$ cat src/hdl/aeap_pkg.sv
package aeap_pkg;

    localparam int CH_W         = 2;
    localparam int SAMPLE_W     = 10;
    localparam int GAIN_W       = 16;
    localparam int PROD_W       = GAIN_W + SAMPLE_W;
    localparam int ACC_W        = 32;
    localparam int PULSE_W      = 8;
    localparam int RC_W         = 10;
    localparam int MASK_W       = 3;
    localparam int NUM_GAINS    = 3;
    localparam int CFG_IDX_W    = 3;
    localparam int CFG_DATA_W   = 32;

    localparam int DEFAULT_CHANNELS = 3;

    localparam int QUEUE_DEPTH  = 2;
    localparam int QPTR_W       = (QUEUE_DEPTH > 1) ? $clog2(QUEUE_DEPTH) : 1;
    localparam int QCNT_W       = $clog2(QUEUE_DEPTH + 1);

    localparam int S_TDATA_W    = 16;
    localparam int M_TDATA_W    = 72;
    localparam int M_TUSER_W    = CH_W;

    // power scaling
    localparam int MAG_HI_W     = 16;
    localparam int WATT_SHIFT   = 18;
    localparam int SCALED_W     = 2 * MAG_HI_W - WATT_SHIFT;
    localparam logic [MAG_HI_W-1:0] WATT_SCALE = 16'd61909;
    localparam int PP_W         = 20;
    localparam logic [11:0] PULSE_WATTS = 12'd3600;
    localparam int SUM_W        = PP_W + 1;

    localparam logic [CH_W-1:0]   RST_ANALOG_CHANNELS = 2'd3;
    localparam logic [MASK_W-1:0] RST_ENABLE_MASK     = 3'd0;
    localparam logic [ACC_W-1:0]  RST_UNIT_THRESHOLD  = 32'd1000000000;
    localparam logic [RC_W-1:0]   RST_TICKS_PER_SEC   = 10'd666;

    typedef enum logic [CFG_IDX_W-1:0] {
        REG_ANALOG_CHANNELS,
        REG_ENABLE_MASK,
        REG_GAIN_CH0,
        REG_GAIN_CH1,
        REG_GAIN_CH2,
        REG_UNIT_THRESHOLD,
        REG_TICKS_PER_SECOND
    } cfg_index_t;

    typedef struct packed {
        logic [CH_W-1:0]                    analog_channels;
        logic [MASK_W-1:0]                  enable_mask;
        logic [NUM_GAINS-1:0][GAIN_W-1:0]   gain;
        logic [ACC_W-1:0]                   unit_threshold;
        logic [RC_W-1:0]                    ticks_per_second;
    } cfg_t;

    typedef struct packed {
        logic [CH_W-1:0]     ch;
        logic                used;
        logic                rc_zero;
        logic                rc_last;
        logic [SAMPLE_W-1:0] sample;
    } tick_t;

    typedef struct packed {
        logic [ACC_W-1:0] power_watts;
        logic             power_valid;
        logic             unit_pulse;
        logic [ACC_W-1:0] energy_count;
        logic             sample_used;
        logic [CH_W-1:0]  channel;
    } result_t;

endpackage

$ cat src/hdl/aeap_front.sv
module aeap_front #(
    parameter int CHANNELS = aeap_pkg::DEFAULT_CHANNELS
) (
    input  logic                          clk,
    input  logic                          rst_n,
    input  aeap_pkg::cfg_t                cfg,
    input  logic                          in_valid,
    output logic                          in_ready,
    input  logic [aeap_pkg::SAMPLE_W-1:0] in_sample,
    output logic                          push_valid,
    input  logic                          push_ready,
    output aeap_pkg::tick_t               push_tick
);
    import aeap_pkg::*;

    logic [CH_W-1:0] ch_reg, ch_next;
    logic [RC_W-1:0] rc_reg, rc_next;
    logic [RC_W:0]   rc_inc;
    logic            last_ch;
    logic            mask_bit;

    assign in_ready   = push_ready;
    assign push_valid = in_valid;

    always_comb
    begin
        last_ch  = (ch_reg == CH_W'(CHANNELS - 1));
        mask_bit = |(cfg.enable_mask & (MASK_W'(1) << ch_reg));
        ch_next  = last_ch ? '0 : ch_reg + CH_W'(1);
        rc_inc   = last_ch ? ({1'b0, rc_reg} + (RC_W+1)'(1)) : {1'b0, rc_reg};
        rc_next  = (rc_inc > {1'b0, cfg.ticks_per_second}) ? '0 : rc_inc[RC_W-1:0];

        push_tick.ch      = ch_reg;
        push_tick.used    = (ch_reg < cfg.analog_channels) && mask_bit;
        push_tick.rc_zero = (rc_reg == '0);
        push_tick.rc_last = (rc_reg == cfg.ticks_per_second);
        push_tick.sample  = in_sample;
    end

    always_ff @(posedge clk or negedge rst_n)
    begin
        if (!rst_n)
        begin
            ch_reg <= '0;
            rc_reg <= '0;
        end
        else if (in_valid && push_ready)
        begin
            ch_reg <= ch_next;
            rc_reg <= rc_next;
        end
    end

endmodule

$ cat src/hdl/aeap_fifo.sv
module aeap_fifo (
    input  logic            clk,
    input  logic            rst_n,
    input  logic            push_valid,
    output logic            push_ready,
    input  aeap_pkg::tick_t push_tick,
    output logic            pop_valid,
    input  logic            pop_ready,
    output aeap_pkg::tick_t pop_tick
);
    import aeap_pkg::*;

    tick_t             mem_reg [QUEUE_DEPTH];
    logic [QPTR_W-1:0] wr_ptr_reg, rd_ptr_reg;
    logic [QCNT_W-1:0] cnt_reg, cnt_next;
    logic              do_push, do_pop;

    assign push_ready = (cnt_reg != QCNT_W'(QUEUE_DEPTH));
    assign pop_valid  = (cnt_reg != '0);
    assign pop_tick   = mem_reg[rd_ptr_reg];
    assign do_push    = push_valid && push_ready;
    assign do_pop     = pop_valid && pop_ready;

    always_comb
    begin
        cnt_next = cnt_reg;
        if (do_push && !do_pop)
            cnt_next = cnt_reg + QCNT_W'(1);
        else if (do_pop && !do_push)
            cnt_next = cnt_reg - QCNT_W'(1);
    end

    always_ff @(posedge clk or negedge rst_n)
    begin
        if (!rst_n)
        begin
            wr_ptr_reg <= '0;
            rd_ptr_reg <= '0;
            cnt_reg    <= '0;
        end
        else
        begin
            cnt_reg <= cnt_next;
            if (do_push)
                wr_ptr_reg <= (wr_ptr_reg == QPTR_W'(QUEUE_DEPTH - 1)) ? '0
                            : wr_ptr_reg + QPTR_W'(1);
            if (do_pop)
                rd_ptr_reg <= (rd_ptr_reg == QPTR_W'(QUEUE_DEPTH - 1)) ? '0
                            : rd_ptr_reg + QPTR_W'(1);
        end
    end

    always_ff @(posedge clk)
    begin
        if (do_push)
            mem_reg[wr_ptr_reg] <= push_tick;
    end

endmodule

$ cat src/hdl/aeap_back.sv
module aeap_back #(
    parameter int CHANNELS = aeap_pkg::DEFAULT_CHANNELS
) (
    input  logic              clk,
    input  logic              rst_n,
    input  aeap_pkg::cfg_t    cfg,
    input  logic              pop_valid,
    output logic              pop_ready,
    input  aeap_pkg::tick_t   pop_tick,
    output logic              res_valid,
    input  logic              res_ready,
    output aeap_pkg::result_t res
);
    import aeap_pkg::*;

    localparam int IDX_W = (CHANNELS > 1) ? $clog2(CHANNELS) : 1;

    // per-channel state
    logic [ACC_W-1:0]   acc_reg  [CHANNELS];
    logic [ACC_W-1:0]   eng_reg  [CHANNELS];
    logic [PULSE_W-1:0] pls_reg  [CHANNELS];
    logic [ACC_W-1:0]   end_reg  [CHANNELS];
    logic               lock_reg [CHANNELS];

    // accumulate stage
    logic [IDX_W-1:0]   idx;
    logic [GAIN_W-1:0]  gain_sel;
    logic [PROD_W-1:0]  product;
    logic [ACC_W-1:0]   acc_sum, acc_next, eng_next, diff_next;
    logic [PULSE_W-1:0] pls_inc;
    logic               unit, lock_cur, snap, pop_fire;

    // stage registers
    logic               p1_valid_reg, p2_valid_reg, out_valid_reg;
    logic               p1_ready, p2_ready, out_ready;
    logic [CH_W-1:0]    p1_ch_reg, p2_ch_reg;
    logic               p1_used_reg, p2_used_reg;
    logic [ACC_W-1:0]   p1_eng_reg, p2_eng_reg;
    logic               p1_unit_reg, p2_unit_reg;
    logic               p1_pv_reg, p2_pv_reg;
    logic [ACC_W-1:0]   p1_diff_reg;
    logic [PULSE_W-1:0] p1_pls_reg;
    logic               p2_neg_reg;
    logic [MAG_HI_W-1:0] p2_mag_reg;
    logic [PP_W-1:0]    p2_pp_reg;
    result_t            res_reg, res_next;

    logic [ACC_W-1:0]      mag;
    logic [2*MAG_HI_W-1:0] scaled_full;
    logic [SCALED_W-1:0]   scaled;
    logic [SUM_W-1:0]      watts_sum;

    assign out_ready = !out_valid_reg || res_ready;
    assign p2_ready  = !p2_valid_reg || out_ready;
    assign p1_ready  = !p1_valid_reg || p2_ready;
    assign pop_ready = p1_ready;
    assign pop_fire  = pop_valid && p1_ready;
    assign res_valid = out_valid_reg;
    assign res       = res_reg;

    always_comb
    begin
        idx = pop_tick.ch[IDX_W-1:0];
        case (pop_tick.ch)
            2'd0:    gain_sel = cfg.gain[0];
            2'd1:    gain_sel = cfg.gain[1];
            2'd2:    gain_sel = cfg.gain[2];
            default: gain_sel = '0;
        endcase
        product   = gain_sel * pop_tick.sample;
        acc_sum   = acc_reg[idx] + ACC_W'(product);
        unit      = (acc_sum >= cfg.unit_threshold);
        acc_next  = unit ? (acc_sum - cfg.unit_threshold) : acc_sum;
        eng_next  = eng_reg[idx] + ACC_W'(unit);
        pls_inc   = pls_reg[idx] + PULSE_W'(unit);
        lock_cur  = pop_tick.rc_zero ? 1'b0 : lock_reg[idx];
        snap      = pop_tick.rc_last && !lock_cur;
        diff_next = acc_next - end_reg[idx];
    end

    always_ff @(posedge clk or negedge rst_n)
    begin
        if (!rst_n)
        begin
            for (int i = 0; i < CHANNELS; i++)
            begin
                acc_reg[i]  <= '0;
                eng_reg[i]  <= '0;
                pls_reg[i]  <= '0;
                end_reg[i]  <= '0;
                lock_reg[i] <= 1'b0;
            end
        end
        else if (pop_fire && pop_tick.used)
        begin
            acc_reg[idx]  <= acc_next;
            eng_reg[idx]  <= eng_next;
            pls_reg[idx]  <= snap ? '0 : pls_inc;
            lock_reg[idx] <= snap ? 1'b1 : lock_cur;
            if (snap)
                end_reg[idx] <= acc_next;
        end
    end

    always_ff @(posedge clk or negedge rst_n)
    begin
        if (!rst_n)
        begin
            p1_valid_reg  <= 1'b0;
            p2_valid_reg  <= 1'b0;
            out_valid_reg <= 1'b0;
        end
        else
        begin
            if (p1_ready)
                p1_valid_reg <= pop_valid;
            if (p2_ready)
                p2_valid_reg <= p1_valid_reg;
            if (out_ready)
                out_valid_reg <= p2_valid_reg;
        end
    end

    always_ff @(posedge clk)
    begin
        if (p1_ready)
        begin
            p1_ch_reg   <= pop_tick.ch;
            p1_used_reg <= pop_tick.used;
            p1_eng_reg  <= pop_tick.used ? eng_next : eng_reg[idx];
            p1_unit_reg <= pop_tick.used && unit;
            p1_pv_reg   <= pop_tick.used && snap;
            p1_diff_reg <= diff_next;
            p1_pls_reg  <= pls_inc;
        end
    end

    // magnitude and pulse term
    always_comb
    begin
        mag = p1_diff_reg[ACC_W-1] ? (ACC_W'(0) - p1_diff_reg) : p1_diff_reg;
    end

    always_ff @(posedge clk)
    begin
        if (p2_ready)
        begin
            p2_ch_reg   <= p1_ch_reg;
            p2_used_reg <= p1_used_reg;
            p2_eng_reg  <= p1_eng_reg;
            p2_unit_reg <= p1_unit_reg;
            p2_pv_reg   <= p1_pv_reg;
            p2_neg_reg  <= p1_diff_reg[ACC_W-1];
            p2_mag_reg  <= mag[ACC_W-1 -: MAG_HI_W];
            p2_pp_reg   <= PP_W'(p1_pls_reg) * PP_W'(PULSE_WATTS);
        end
    end

    // scale and combine
    always_comb
    begin
        scaled_full = p2_mag_reg * WATT_SCALE;
        scaled      = scaled_full[2*MAG_HI_W-1 -: SCALED_W];
        watts_sum   = SUM_W'(scaled) + SUM_W'(p2_pp_reg);

        res_next.channel      = p2_ch_reg;
        res_next.sample_used  = p2_used_reg;
        res_next.energy_count = p2_eng_reg;
        res_next.unit_pulse   = p2_unit_reg;
        res_next.power_valid  = p2_pv_reg;
        if (!p2_pv_reg)
            res_next.power_watts = '0;
        else if (!p2_neg_reg)
            res_next.power_watts = ACC_W'(watts_sum);
        else if (PP_W'(scaled) > p2_pp_reg)
            res_next.power_watts = '0;
        else
            res_next.power_watts = ACC_W'(p2_pp_reg - PP_W'(scaled));
    end

    always_ff @(posedge clk)
    begin
        if (out_ready)
            res_reg <= res_next;
    end

endmodule

$ cat src/hdl/adc_energy_accumulator_power.sv
// channel | dir | tdata / tuser fields (lsb first)
// s_axis  | in  | tdata: adc_sample
// m_axis  | out | tdata: sample_used, energy_count, unit_pulse, power_valid, power_watts
//         |     | tuser: channel
// cfg     | in  | cfg_wr_en, cfg_index, cfg_data
// one sample accepted per cycle while the queue is not full; results follow the queue, back stage and output register
// per-channel accumulate, threshold compare and snapshot close happen together in the back stage
// power scaling runs in two further pipeline stages, an output register holds the result
// a two-entry queue between front and back; output stalls back up into s_axis_tready
// reset clears all channel state and loads the register defaults, no clearing pass
module adc_energy_accumulator_power #(
    parameter int CHANNELS = aeap_pkg::DEFAULT_CHANNELS
) (
    input  logic                            clk,
    input  logic                            rst_n,
    input  logic                            s_axis_tvalid,
    output logic                            s_axis_tready,
    input  logic [aeap_pkg::S_TDATA_W-1:0]  s_axis_tdata,   // adc_sample
    output logic                            m_axis_tvalid,
    input  logic                            m_axis_tready,
    // sample_used, energy_count, unit_pulse, power_valid, power_watts
    output logic [aeap_pkg::M_TDATA_W-1:0]  m_axis_tdata,
    output logic [aeap_pkg::M_TUSER_W-1:0]  m_axis_tuser,   // channel
    input  logic                            cfg_wr_en,
    input  logic [aeap_pkg::CFG_IDX_W-1:0]  cfg_index,
    input  logic [aeap_pkg::CFG_DATA_W-1:0] cfg_data
);
    import aeap_pkg::*;

    cfg_t    cfg_reg;
    tick_t   push_tick, pop_tick;
    logic    push_valid, push_ready, pop_valid, pop_ready;
    result_t res;

    always_ff @(posedge clk or negedge rst_n)
    begin
        if (!rst_n)
        begin
            cfg_reg.analog_channels  <= RST_ANALOG_CHANNELS;
            cfg_reg.enable_mask      <= RST_ENABLE_MASK;
            cfg_reg.gain             <= '0;
            cfg_reg.unit_threshold   <= RST_UNIT_THRESHOLD;
            cfg_reg.ticks_per_second <= RST_TICKS_PER_SEC;
        end
        else if (cfg_wr_en)
        begin
            case (cfg_index_t'(cfg_index))
                REG_ANALOG_CHANNELS:  cfg_reg.analog_channels  <= cfg_data[CH_W-1:0];
                REG_ENABLE_MASK:      cfg_reg.enable_mask      <= cfg_data[MASK_W-1:0];
                REG_GAIN_CH0:         cfg_reg.gain[0]          <= cfg_data[GAIN_W-1:0];
                REG_GAIN_CH1:         cfg_reg.gain[1]          <= cfg_data[GAIN_W-1:0];
                REG_GAIN_CH2:         cfg_reg.gain[2]          <= cfg_data[GAIN_W-1:0];
                REG_UNIT_THRESHOLD:   cfg_reg.unit_threshold   <= cfg_data[ACC_W-1:0];
                REG_TICKS_PER_SECOND: cfg_reg.ticks_per_second <= cfg_data[RC_W-1:0];
                default: ;
            endcase
        end
    end

    aeap_front #(
        .CHANNELS(CHANNELS)
    ) u_front (
        .clk        (clk),
        .rst_n      (rst_n),
        .cfg        (cfg_reg),
        .in_valid   (s_axis_tvalid),
        .in_ready   (s_axis_tready),
        .in_sample  (s_axis_tdata[SAMPLE_W-1:0]),
        .push_valid (push_valid),
        .push_ready (push_ready),
        .push_tick  (push_tick)
    );

    aeap_fifo u_queue (
        .clk        (clk),
        .rst_n      (rst_n),
        .push_valid (push_valid),
        .push_ready (push_ready),
        .push_tick  (push_tick),
        .pop_valid  (pop_valid),
        .pop_ready  (pop_ready),
        .pop_tick   (pop_tick)
    );

    aeap_back #(
        .CHANNELS(CHANNELS)
    ) u_back (
        .clk       (clk),
        .rst_n     (rst_n),
        .cfg       (cfg_reg),
        .pop_valid (pop_valid),
        .pop_ready (pop_ready),
        .pop_tick  (pop_tick),
        .res_valid (m_axis_tvalid),
        .res_ready (m_axis_tready),
        .res       (res)
    );

    assign m_axis_tuser = res.channel;
    assign m_axis_tdata = M_TDATA_W'({res.power_watts, res.power_valid, res.unit_pulse,
                                      res.energy_count, res.sample_used});

    assert property (@(posedge clk) disable iff (!rst_n)
        m_axis_tvalid && (res.unit_pulse || res.power_valid) |-> res.sample_used)
        else $error("unit or power flagged on an unused tick");

    assert property (@(posedge clk) disable iff (!rst_n)
        m_axis_tvalid && !res.power_valid |-> res.power_watts == '0)
        else $error("nonzero watts without power_valid");

    assert property (@(posedge clk) disable iff (!rst_n)
        m_axis_tvalid |-> res.channel < CH_W'(CHANNELS))
        else $error("channel out of range");

    assert property (@(posedge clk) disable iff (!rst_n)
        s_axis_tvalid && s_axis_tready |=> pop_valid)
        else $error("queue empty after a transfer");

endmodule
$ cat config.mk
export PLATFORM = sky130hd
export DESIGN_NAME = adc_energy_accumulator_power
export DESIGN_NICKNAME = d
export VERILOG_FILES = /design/src/hdl/aeap_pkg.sv /design/src/hdl/aeap_front.sv /design/src/hdl/aeap_fifo.sv /design/src/hdl/aeap_back.sv /design/src/hdl/adc_energy_accumulator_power.sv
export SDC_FILE = /design/constraint.sdc
export NUM_CORES = 2
export LEC_CHECK = 0
export ABC_AREA = 1
export BUFFER_PORTS_ARGS = -buffer_cell sky130_fd_sc_hd__buf_4
export CORE_MARGIN = 4
export CORE_UTILIZATION = 25
export CTS_CLUSTER_DIAMETER = 120
export CTS_CLUSTER_SIZE = 14
export DETAILED_ROUTE_END_ITERATION = 12
export GPL_ROUTABILITY_DRIVEN = 0
export GPL_TIMING_DRIVEN = 0
export SETUP_SLACK_MARGIN = 0.05
export SKIP_LAST_GASP = 1
export SYNTH_ARGS = -nofsm -noshare
export SYNTH_HDL_FRONTEND = slang
export SYNTH_HIERARCHICAL = 1
export SYNTH_SLANG_ARGS = --single-unit
$ cat constraint.sdc
create_clock -name clk -period 13.85 [get_ports clk]
set_clock_uncertainty 0.15 [all_clocks]
set_input_delay 2.0775 -clock clk [delete_from_list [all_inputs] [get_ports clk]]
set_output_delay 2.0775 -clock clk [all_outputs]
set_load 0.05 [all_outputs]
==> tab_implementation.tex <==
\begin{tabular}{lr}
\hline
Metric & Value \\
\hline
\multicolumn{2}{l}{\textbf{Run status}} \\
Result of the run & completed \\
\multicolumn{2}{l}{\textbf{Clocking}} \\
CTS resizes & 0 \\
Clock Pin Slew Worst Setup and Hold Paths & 0.07 ns \\
Maximum root-to-sink buffer count & 3 \\
Post-CTS repair timing setup buffer count & 0 \\
Clock Sink Count & 665 \\
Hold Buf Count CTS & 0 \\
Number of levels the H-tree was split into & 2 \\
Number of buffers added by the clock tree synthesis step & 53 \\
TritonCTS clock tree & done \\
Later-pin clock latency in the skew report & between 0.6 and 0.7 ns \\
Root cell of the clock tree & sky130\_fd\_sc\_hd\_\_clkbuf\_16 \\
\multicolumn{2}{l}{\textbf{Drt}} \\
Number of DRC markers in iteration 0 & between 3000 and 4000 \\
Routed vias & 38548 \\
Iteration count of the initial detailed-routing pass & 6 \\
Antenna Nets Post-Route & 0 \\
Vias per inst & 4.55 \\
Routed length per placed instance & roughly 16 um \\
Residual DRC & 0 \\
Routed wire length & around 140000 um \\
\multicolumn{2}{l}{\textbf{Floorplanning}} \\
Horizontal die dimension & 444 um \\
Floorplan row count & 159 \\
Number of top-level pins & 132 \\
Initial Utilization & 25.2\% \\
Die Area & 0.197 mm\^{}2 \\
Die span in y & 444 um \\
Std-Cell Core Area & 0.188 mm\^{}2 \\
\multicolumn{2}{l}{\textbf{Worst setup path}} \\
WP data required & 14.12 ns \\
Path type of the worst setup path & register to register \\
Worst path max stage delay & 1.15 ns \\
Dominant cell type by count on the critical path & sky130\_fd\_sc\_hd\_\_nand2\_1 \\
Crit end category & register \\
Top fanout value on the critical path & 10 \\
Crit path DAT & 13.32 ns \\
CP max-delay cell & sky130\_fd\_sc\_hd\_\_o21ai\_0 \\
Startpoint kind of the worst setup timing path & register \\
\multicolumn{2}{l}{\textbf{Timing}} \\
Shortest clock period the worst path allows after layout & between 10 and 15 ns \\
Number of hold violations in the final report & 0 \\
Count of pins over their slew limit & 0 \\
Worst Max-Slew Pin Slew & 1.41 ns \\
Slew headroom & 4.72\% \\
Max Freq & 76.7 MHz \\
Number of setup violations in the final report & 0 \\
Final critical-path share of the clock period & 94.2\% \\
RSZ-0062 raised after global routing & no \\
Summed negative setup slack over all endpoints & 0 ns \\
\multicolumn{2}{l}{\textbf{GRT}} \\
Largest net degree at the start of global routing & 122 \\
First-pass GRT wire length & 219000 um \\
Global route overflow & 0 \\
Via count of the first global-routing pass & 38079 \\
All-Layer GR Usage & between 10\% and 20\% \\
Antenna violations before repair & 2 \\
\multicolumn{2}{l}{\textbf{Logic synthesis}} \\
Proportion of synthesized chip area in sequential cells & 37.6\% \\
Per-instance average area after synthesis & 8.23 um\^{}2 \\
Distinct cell type count of the synthesized netlist & 67 \\
Cells after synthesis & a little under 6000 \\
Area share of the leading cell type in the synthesized netlist & 21.6\% \\
Number of enable flip-flop cells after synthesis & 236 \\
Top cell type by total area after synthesis & sky130\_fd\_sc\_hd\_\_dfrtp\_1 \\
Most common flop cell mapped by yosys & sky130\_fd\_sc\_hd\_\_dfrtp\_1 \\
Area contributors post-synth & sky130\_fd\_sc\_hd\_\_dfrtp\_1, sky130\_fd\_sc\_hd\_\_nand2\_1, sky130\_fd\_sc\_hd\_\_edfxtp\_1 \\
Syn. warnings & 6 \\
Syn Std Cell Area & 0.0475 mm\^{}2 \\
Number of storage elements in the synthesis netlist & 665 \\
Proportion of synthesized flip-flops having asynchronous set or reset & 64.5\% \\
\multicolumn{2}{l}{\textbf{Layout}} \\
Final standard cell utilization of the core & approximately 28\% \\
P\&R area growth vs syn & 12.0\% \\
Share of final-layout standard cells stronger than drive strength 1 & 7.49\% \\
Highest-count cells in the layout ignoring fill and taps & sky130\_fd\_sc\_hd\_\_nand2\_1, sky130\_fd\_sc\_hd\_\_inv\_1, sky130\_fd\_sc\_hd\_\_dfrtp\_1 \\
Total Nets Final & between 6000 and 7000 \\
Most common cell after layout, fill and taps aside & sky130\_fd\_sc\_hd\_\_nand2\_1 \\
\multicolumn{2}{l}{\textbf{Worst hold path}} \\
Min-Delay Path Class & register to register \\
\multicolumn{2}{l}{\textbf{Placed design}} \\
DP HPWL & 107000 um \\
Number of input and output port buffers inserted & 110 \\
\multicolumn{2}{l}{\textbf{Run}} \\
Max capacitance violation total & 0 \\
\hline
\end{tabular}
==> layer usage <==
metal | up-vias | wire length, um | track usage [%]
met5 | - | 0 | 0
met2 | 1240 | 64800 | 23.1
li1 | 18532 | - | -
met3 | 187 | 8480 | 1.76
met4 | 0 | 3540 | 3.81
met1 | 18589 | 62300 | 19.1
==> Yosys cell counts, types with 10 or more instances <==
cell type                  instances
sky130_fd_sc_hd__nand2_1        1904
sky130_fd_sc_hd__inv_1           883
sky130_fd_sc_hd__dfrtp_1         409
sky130_fd_sc_hd__ha_1            339
sky130_fd_sc_hd__o21ai_0         317
sky130_fd_sc_hd__fa_1            245
sky130_fd_sc_hd__nand3_1         240
sky130_fd_sc_hd__edfxtp_1        236
sky130_fd_sc_hd__nor2_1          217
sky130_fd_sc_hd__a21oi_1         174
sky130_fd_sc_hd__clkbuf_1         97
sky130_fd_sc_hd__xor2_1           88
sky130_fd_sc_hd__a22oi_1          46
sky130_fd_sc_hd__nand2_2          44
sky130_fd_sc_hd__xnor2_1          41
sky130_fd_sc_hd__buf_4            35
sky130_fd_sc_hd__nand4_1          35
sky130_fd_sc_hd__nor3_1           31
sky130_fd_sc_hd__o21ai_1          27
sky130_fd_sc_hd__buf_1            26
sky130_fd_sc_hd__inv_2            26
sky130_fd_sc_hd__nor2_2           24
sky130_fd_sc_hd__buf_2            23
sky130_fd_sc_hd__dfstp_2          20
sky130_fd_sc_hd__nand2_4          19
sky130_fd_sc_hd__nand3b_1         19
sky130_fd_sc_hd__o21a_1           18
sky130_fd_sc_hd__a22o_1           15
sky130_fd_sc_hd__and2_1           14
sky130_fd_sc_hd__o22ai_1          14
sky130_fd_sc_hd__a221oi_1         12
sky130_fd_sc_hd__buf_6            12
sky130_fd_sc_hd__nor4_1           12
sky130_fd_sc_hd__nor2_4           10
sky130_fd_sc_hd__o221ai_1         10
==> per-stage QoR <==
stage	worst slack, ns	instances	instance area, um^2	hold WS, ns
after floorplan	3.68	5776	47500	0.250
after global placement	0.364	8381	51400	0.253
after detailed placement	0.306	8388	51600	0.255
after CTS	0.279	8479	53200	0.263
after global routing	0.0522	8478	53200	0.271
final	0.805	8480	53200	0.262
==> critical path: cells and delay by family (launching register included) <==
kind	cells	cell delay [ns]
buffers and inverters	18	2.94
AND/OR/NAND/NOR	29	3.34
XOR/XNOR	1	0.45
AO/OA/AOI/OAI	5	1.85
adder cells (fa/ha/maj)	8	3.71
flip-flops	1	0.34
==> cell families (layout without fill, tap and decap cells) <==
logic type	Yosys count	after routing	synth area share [%]
xor gates and xnor gates	134	134	2.55
DFF	665	665	37.6
and+or+nand+nor	2598	2598	23.0
adders and majority gates	584	584	19.3
AOI/OAI and AO/OA	684	684	8.31
buffers and inverters	1106	1313	9.32
other	1	7	0.00790
==> layout make-up <==
class	instances	area [um^2]
diodes	2	5.00
plain buffers	194	1000
clock buffers	87	1470
clock inverters	4	88.8
fillers	19976	135000
inverters	911	3430
multi-input cells	4005	25200
flip-flops and latches	665	17800
well taps	2495	3120
repair buffers	117	998
==> worst paths after layout <==
path	start	end	slack (ns)	cells past startpoint
max	u_queue/rd_ptr_reg	u_back/p1_diff_reg[27]	0.81	61
min	u_back/p2_eng_reg[6]	u_back/res[9]	0.26	0
max reg2reg	u_queue/rd_ptr_reg	u_back/p1_diff_reg[27]	0.81	61
min reg2reg	u_back/p2_eng_reg[6]	u_back/res[9]	0.26	0
max in group asynchronous	rst_n	u_back/eng_reg[27]	10.16	4
min in group asynchronous	rst_n	cfg_reg[28]	1.30	1
Power is not shown: default switching activity piles up to over one toggle a cycle in this logic, so the estimate is an artifact.
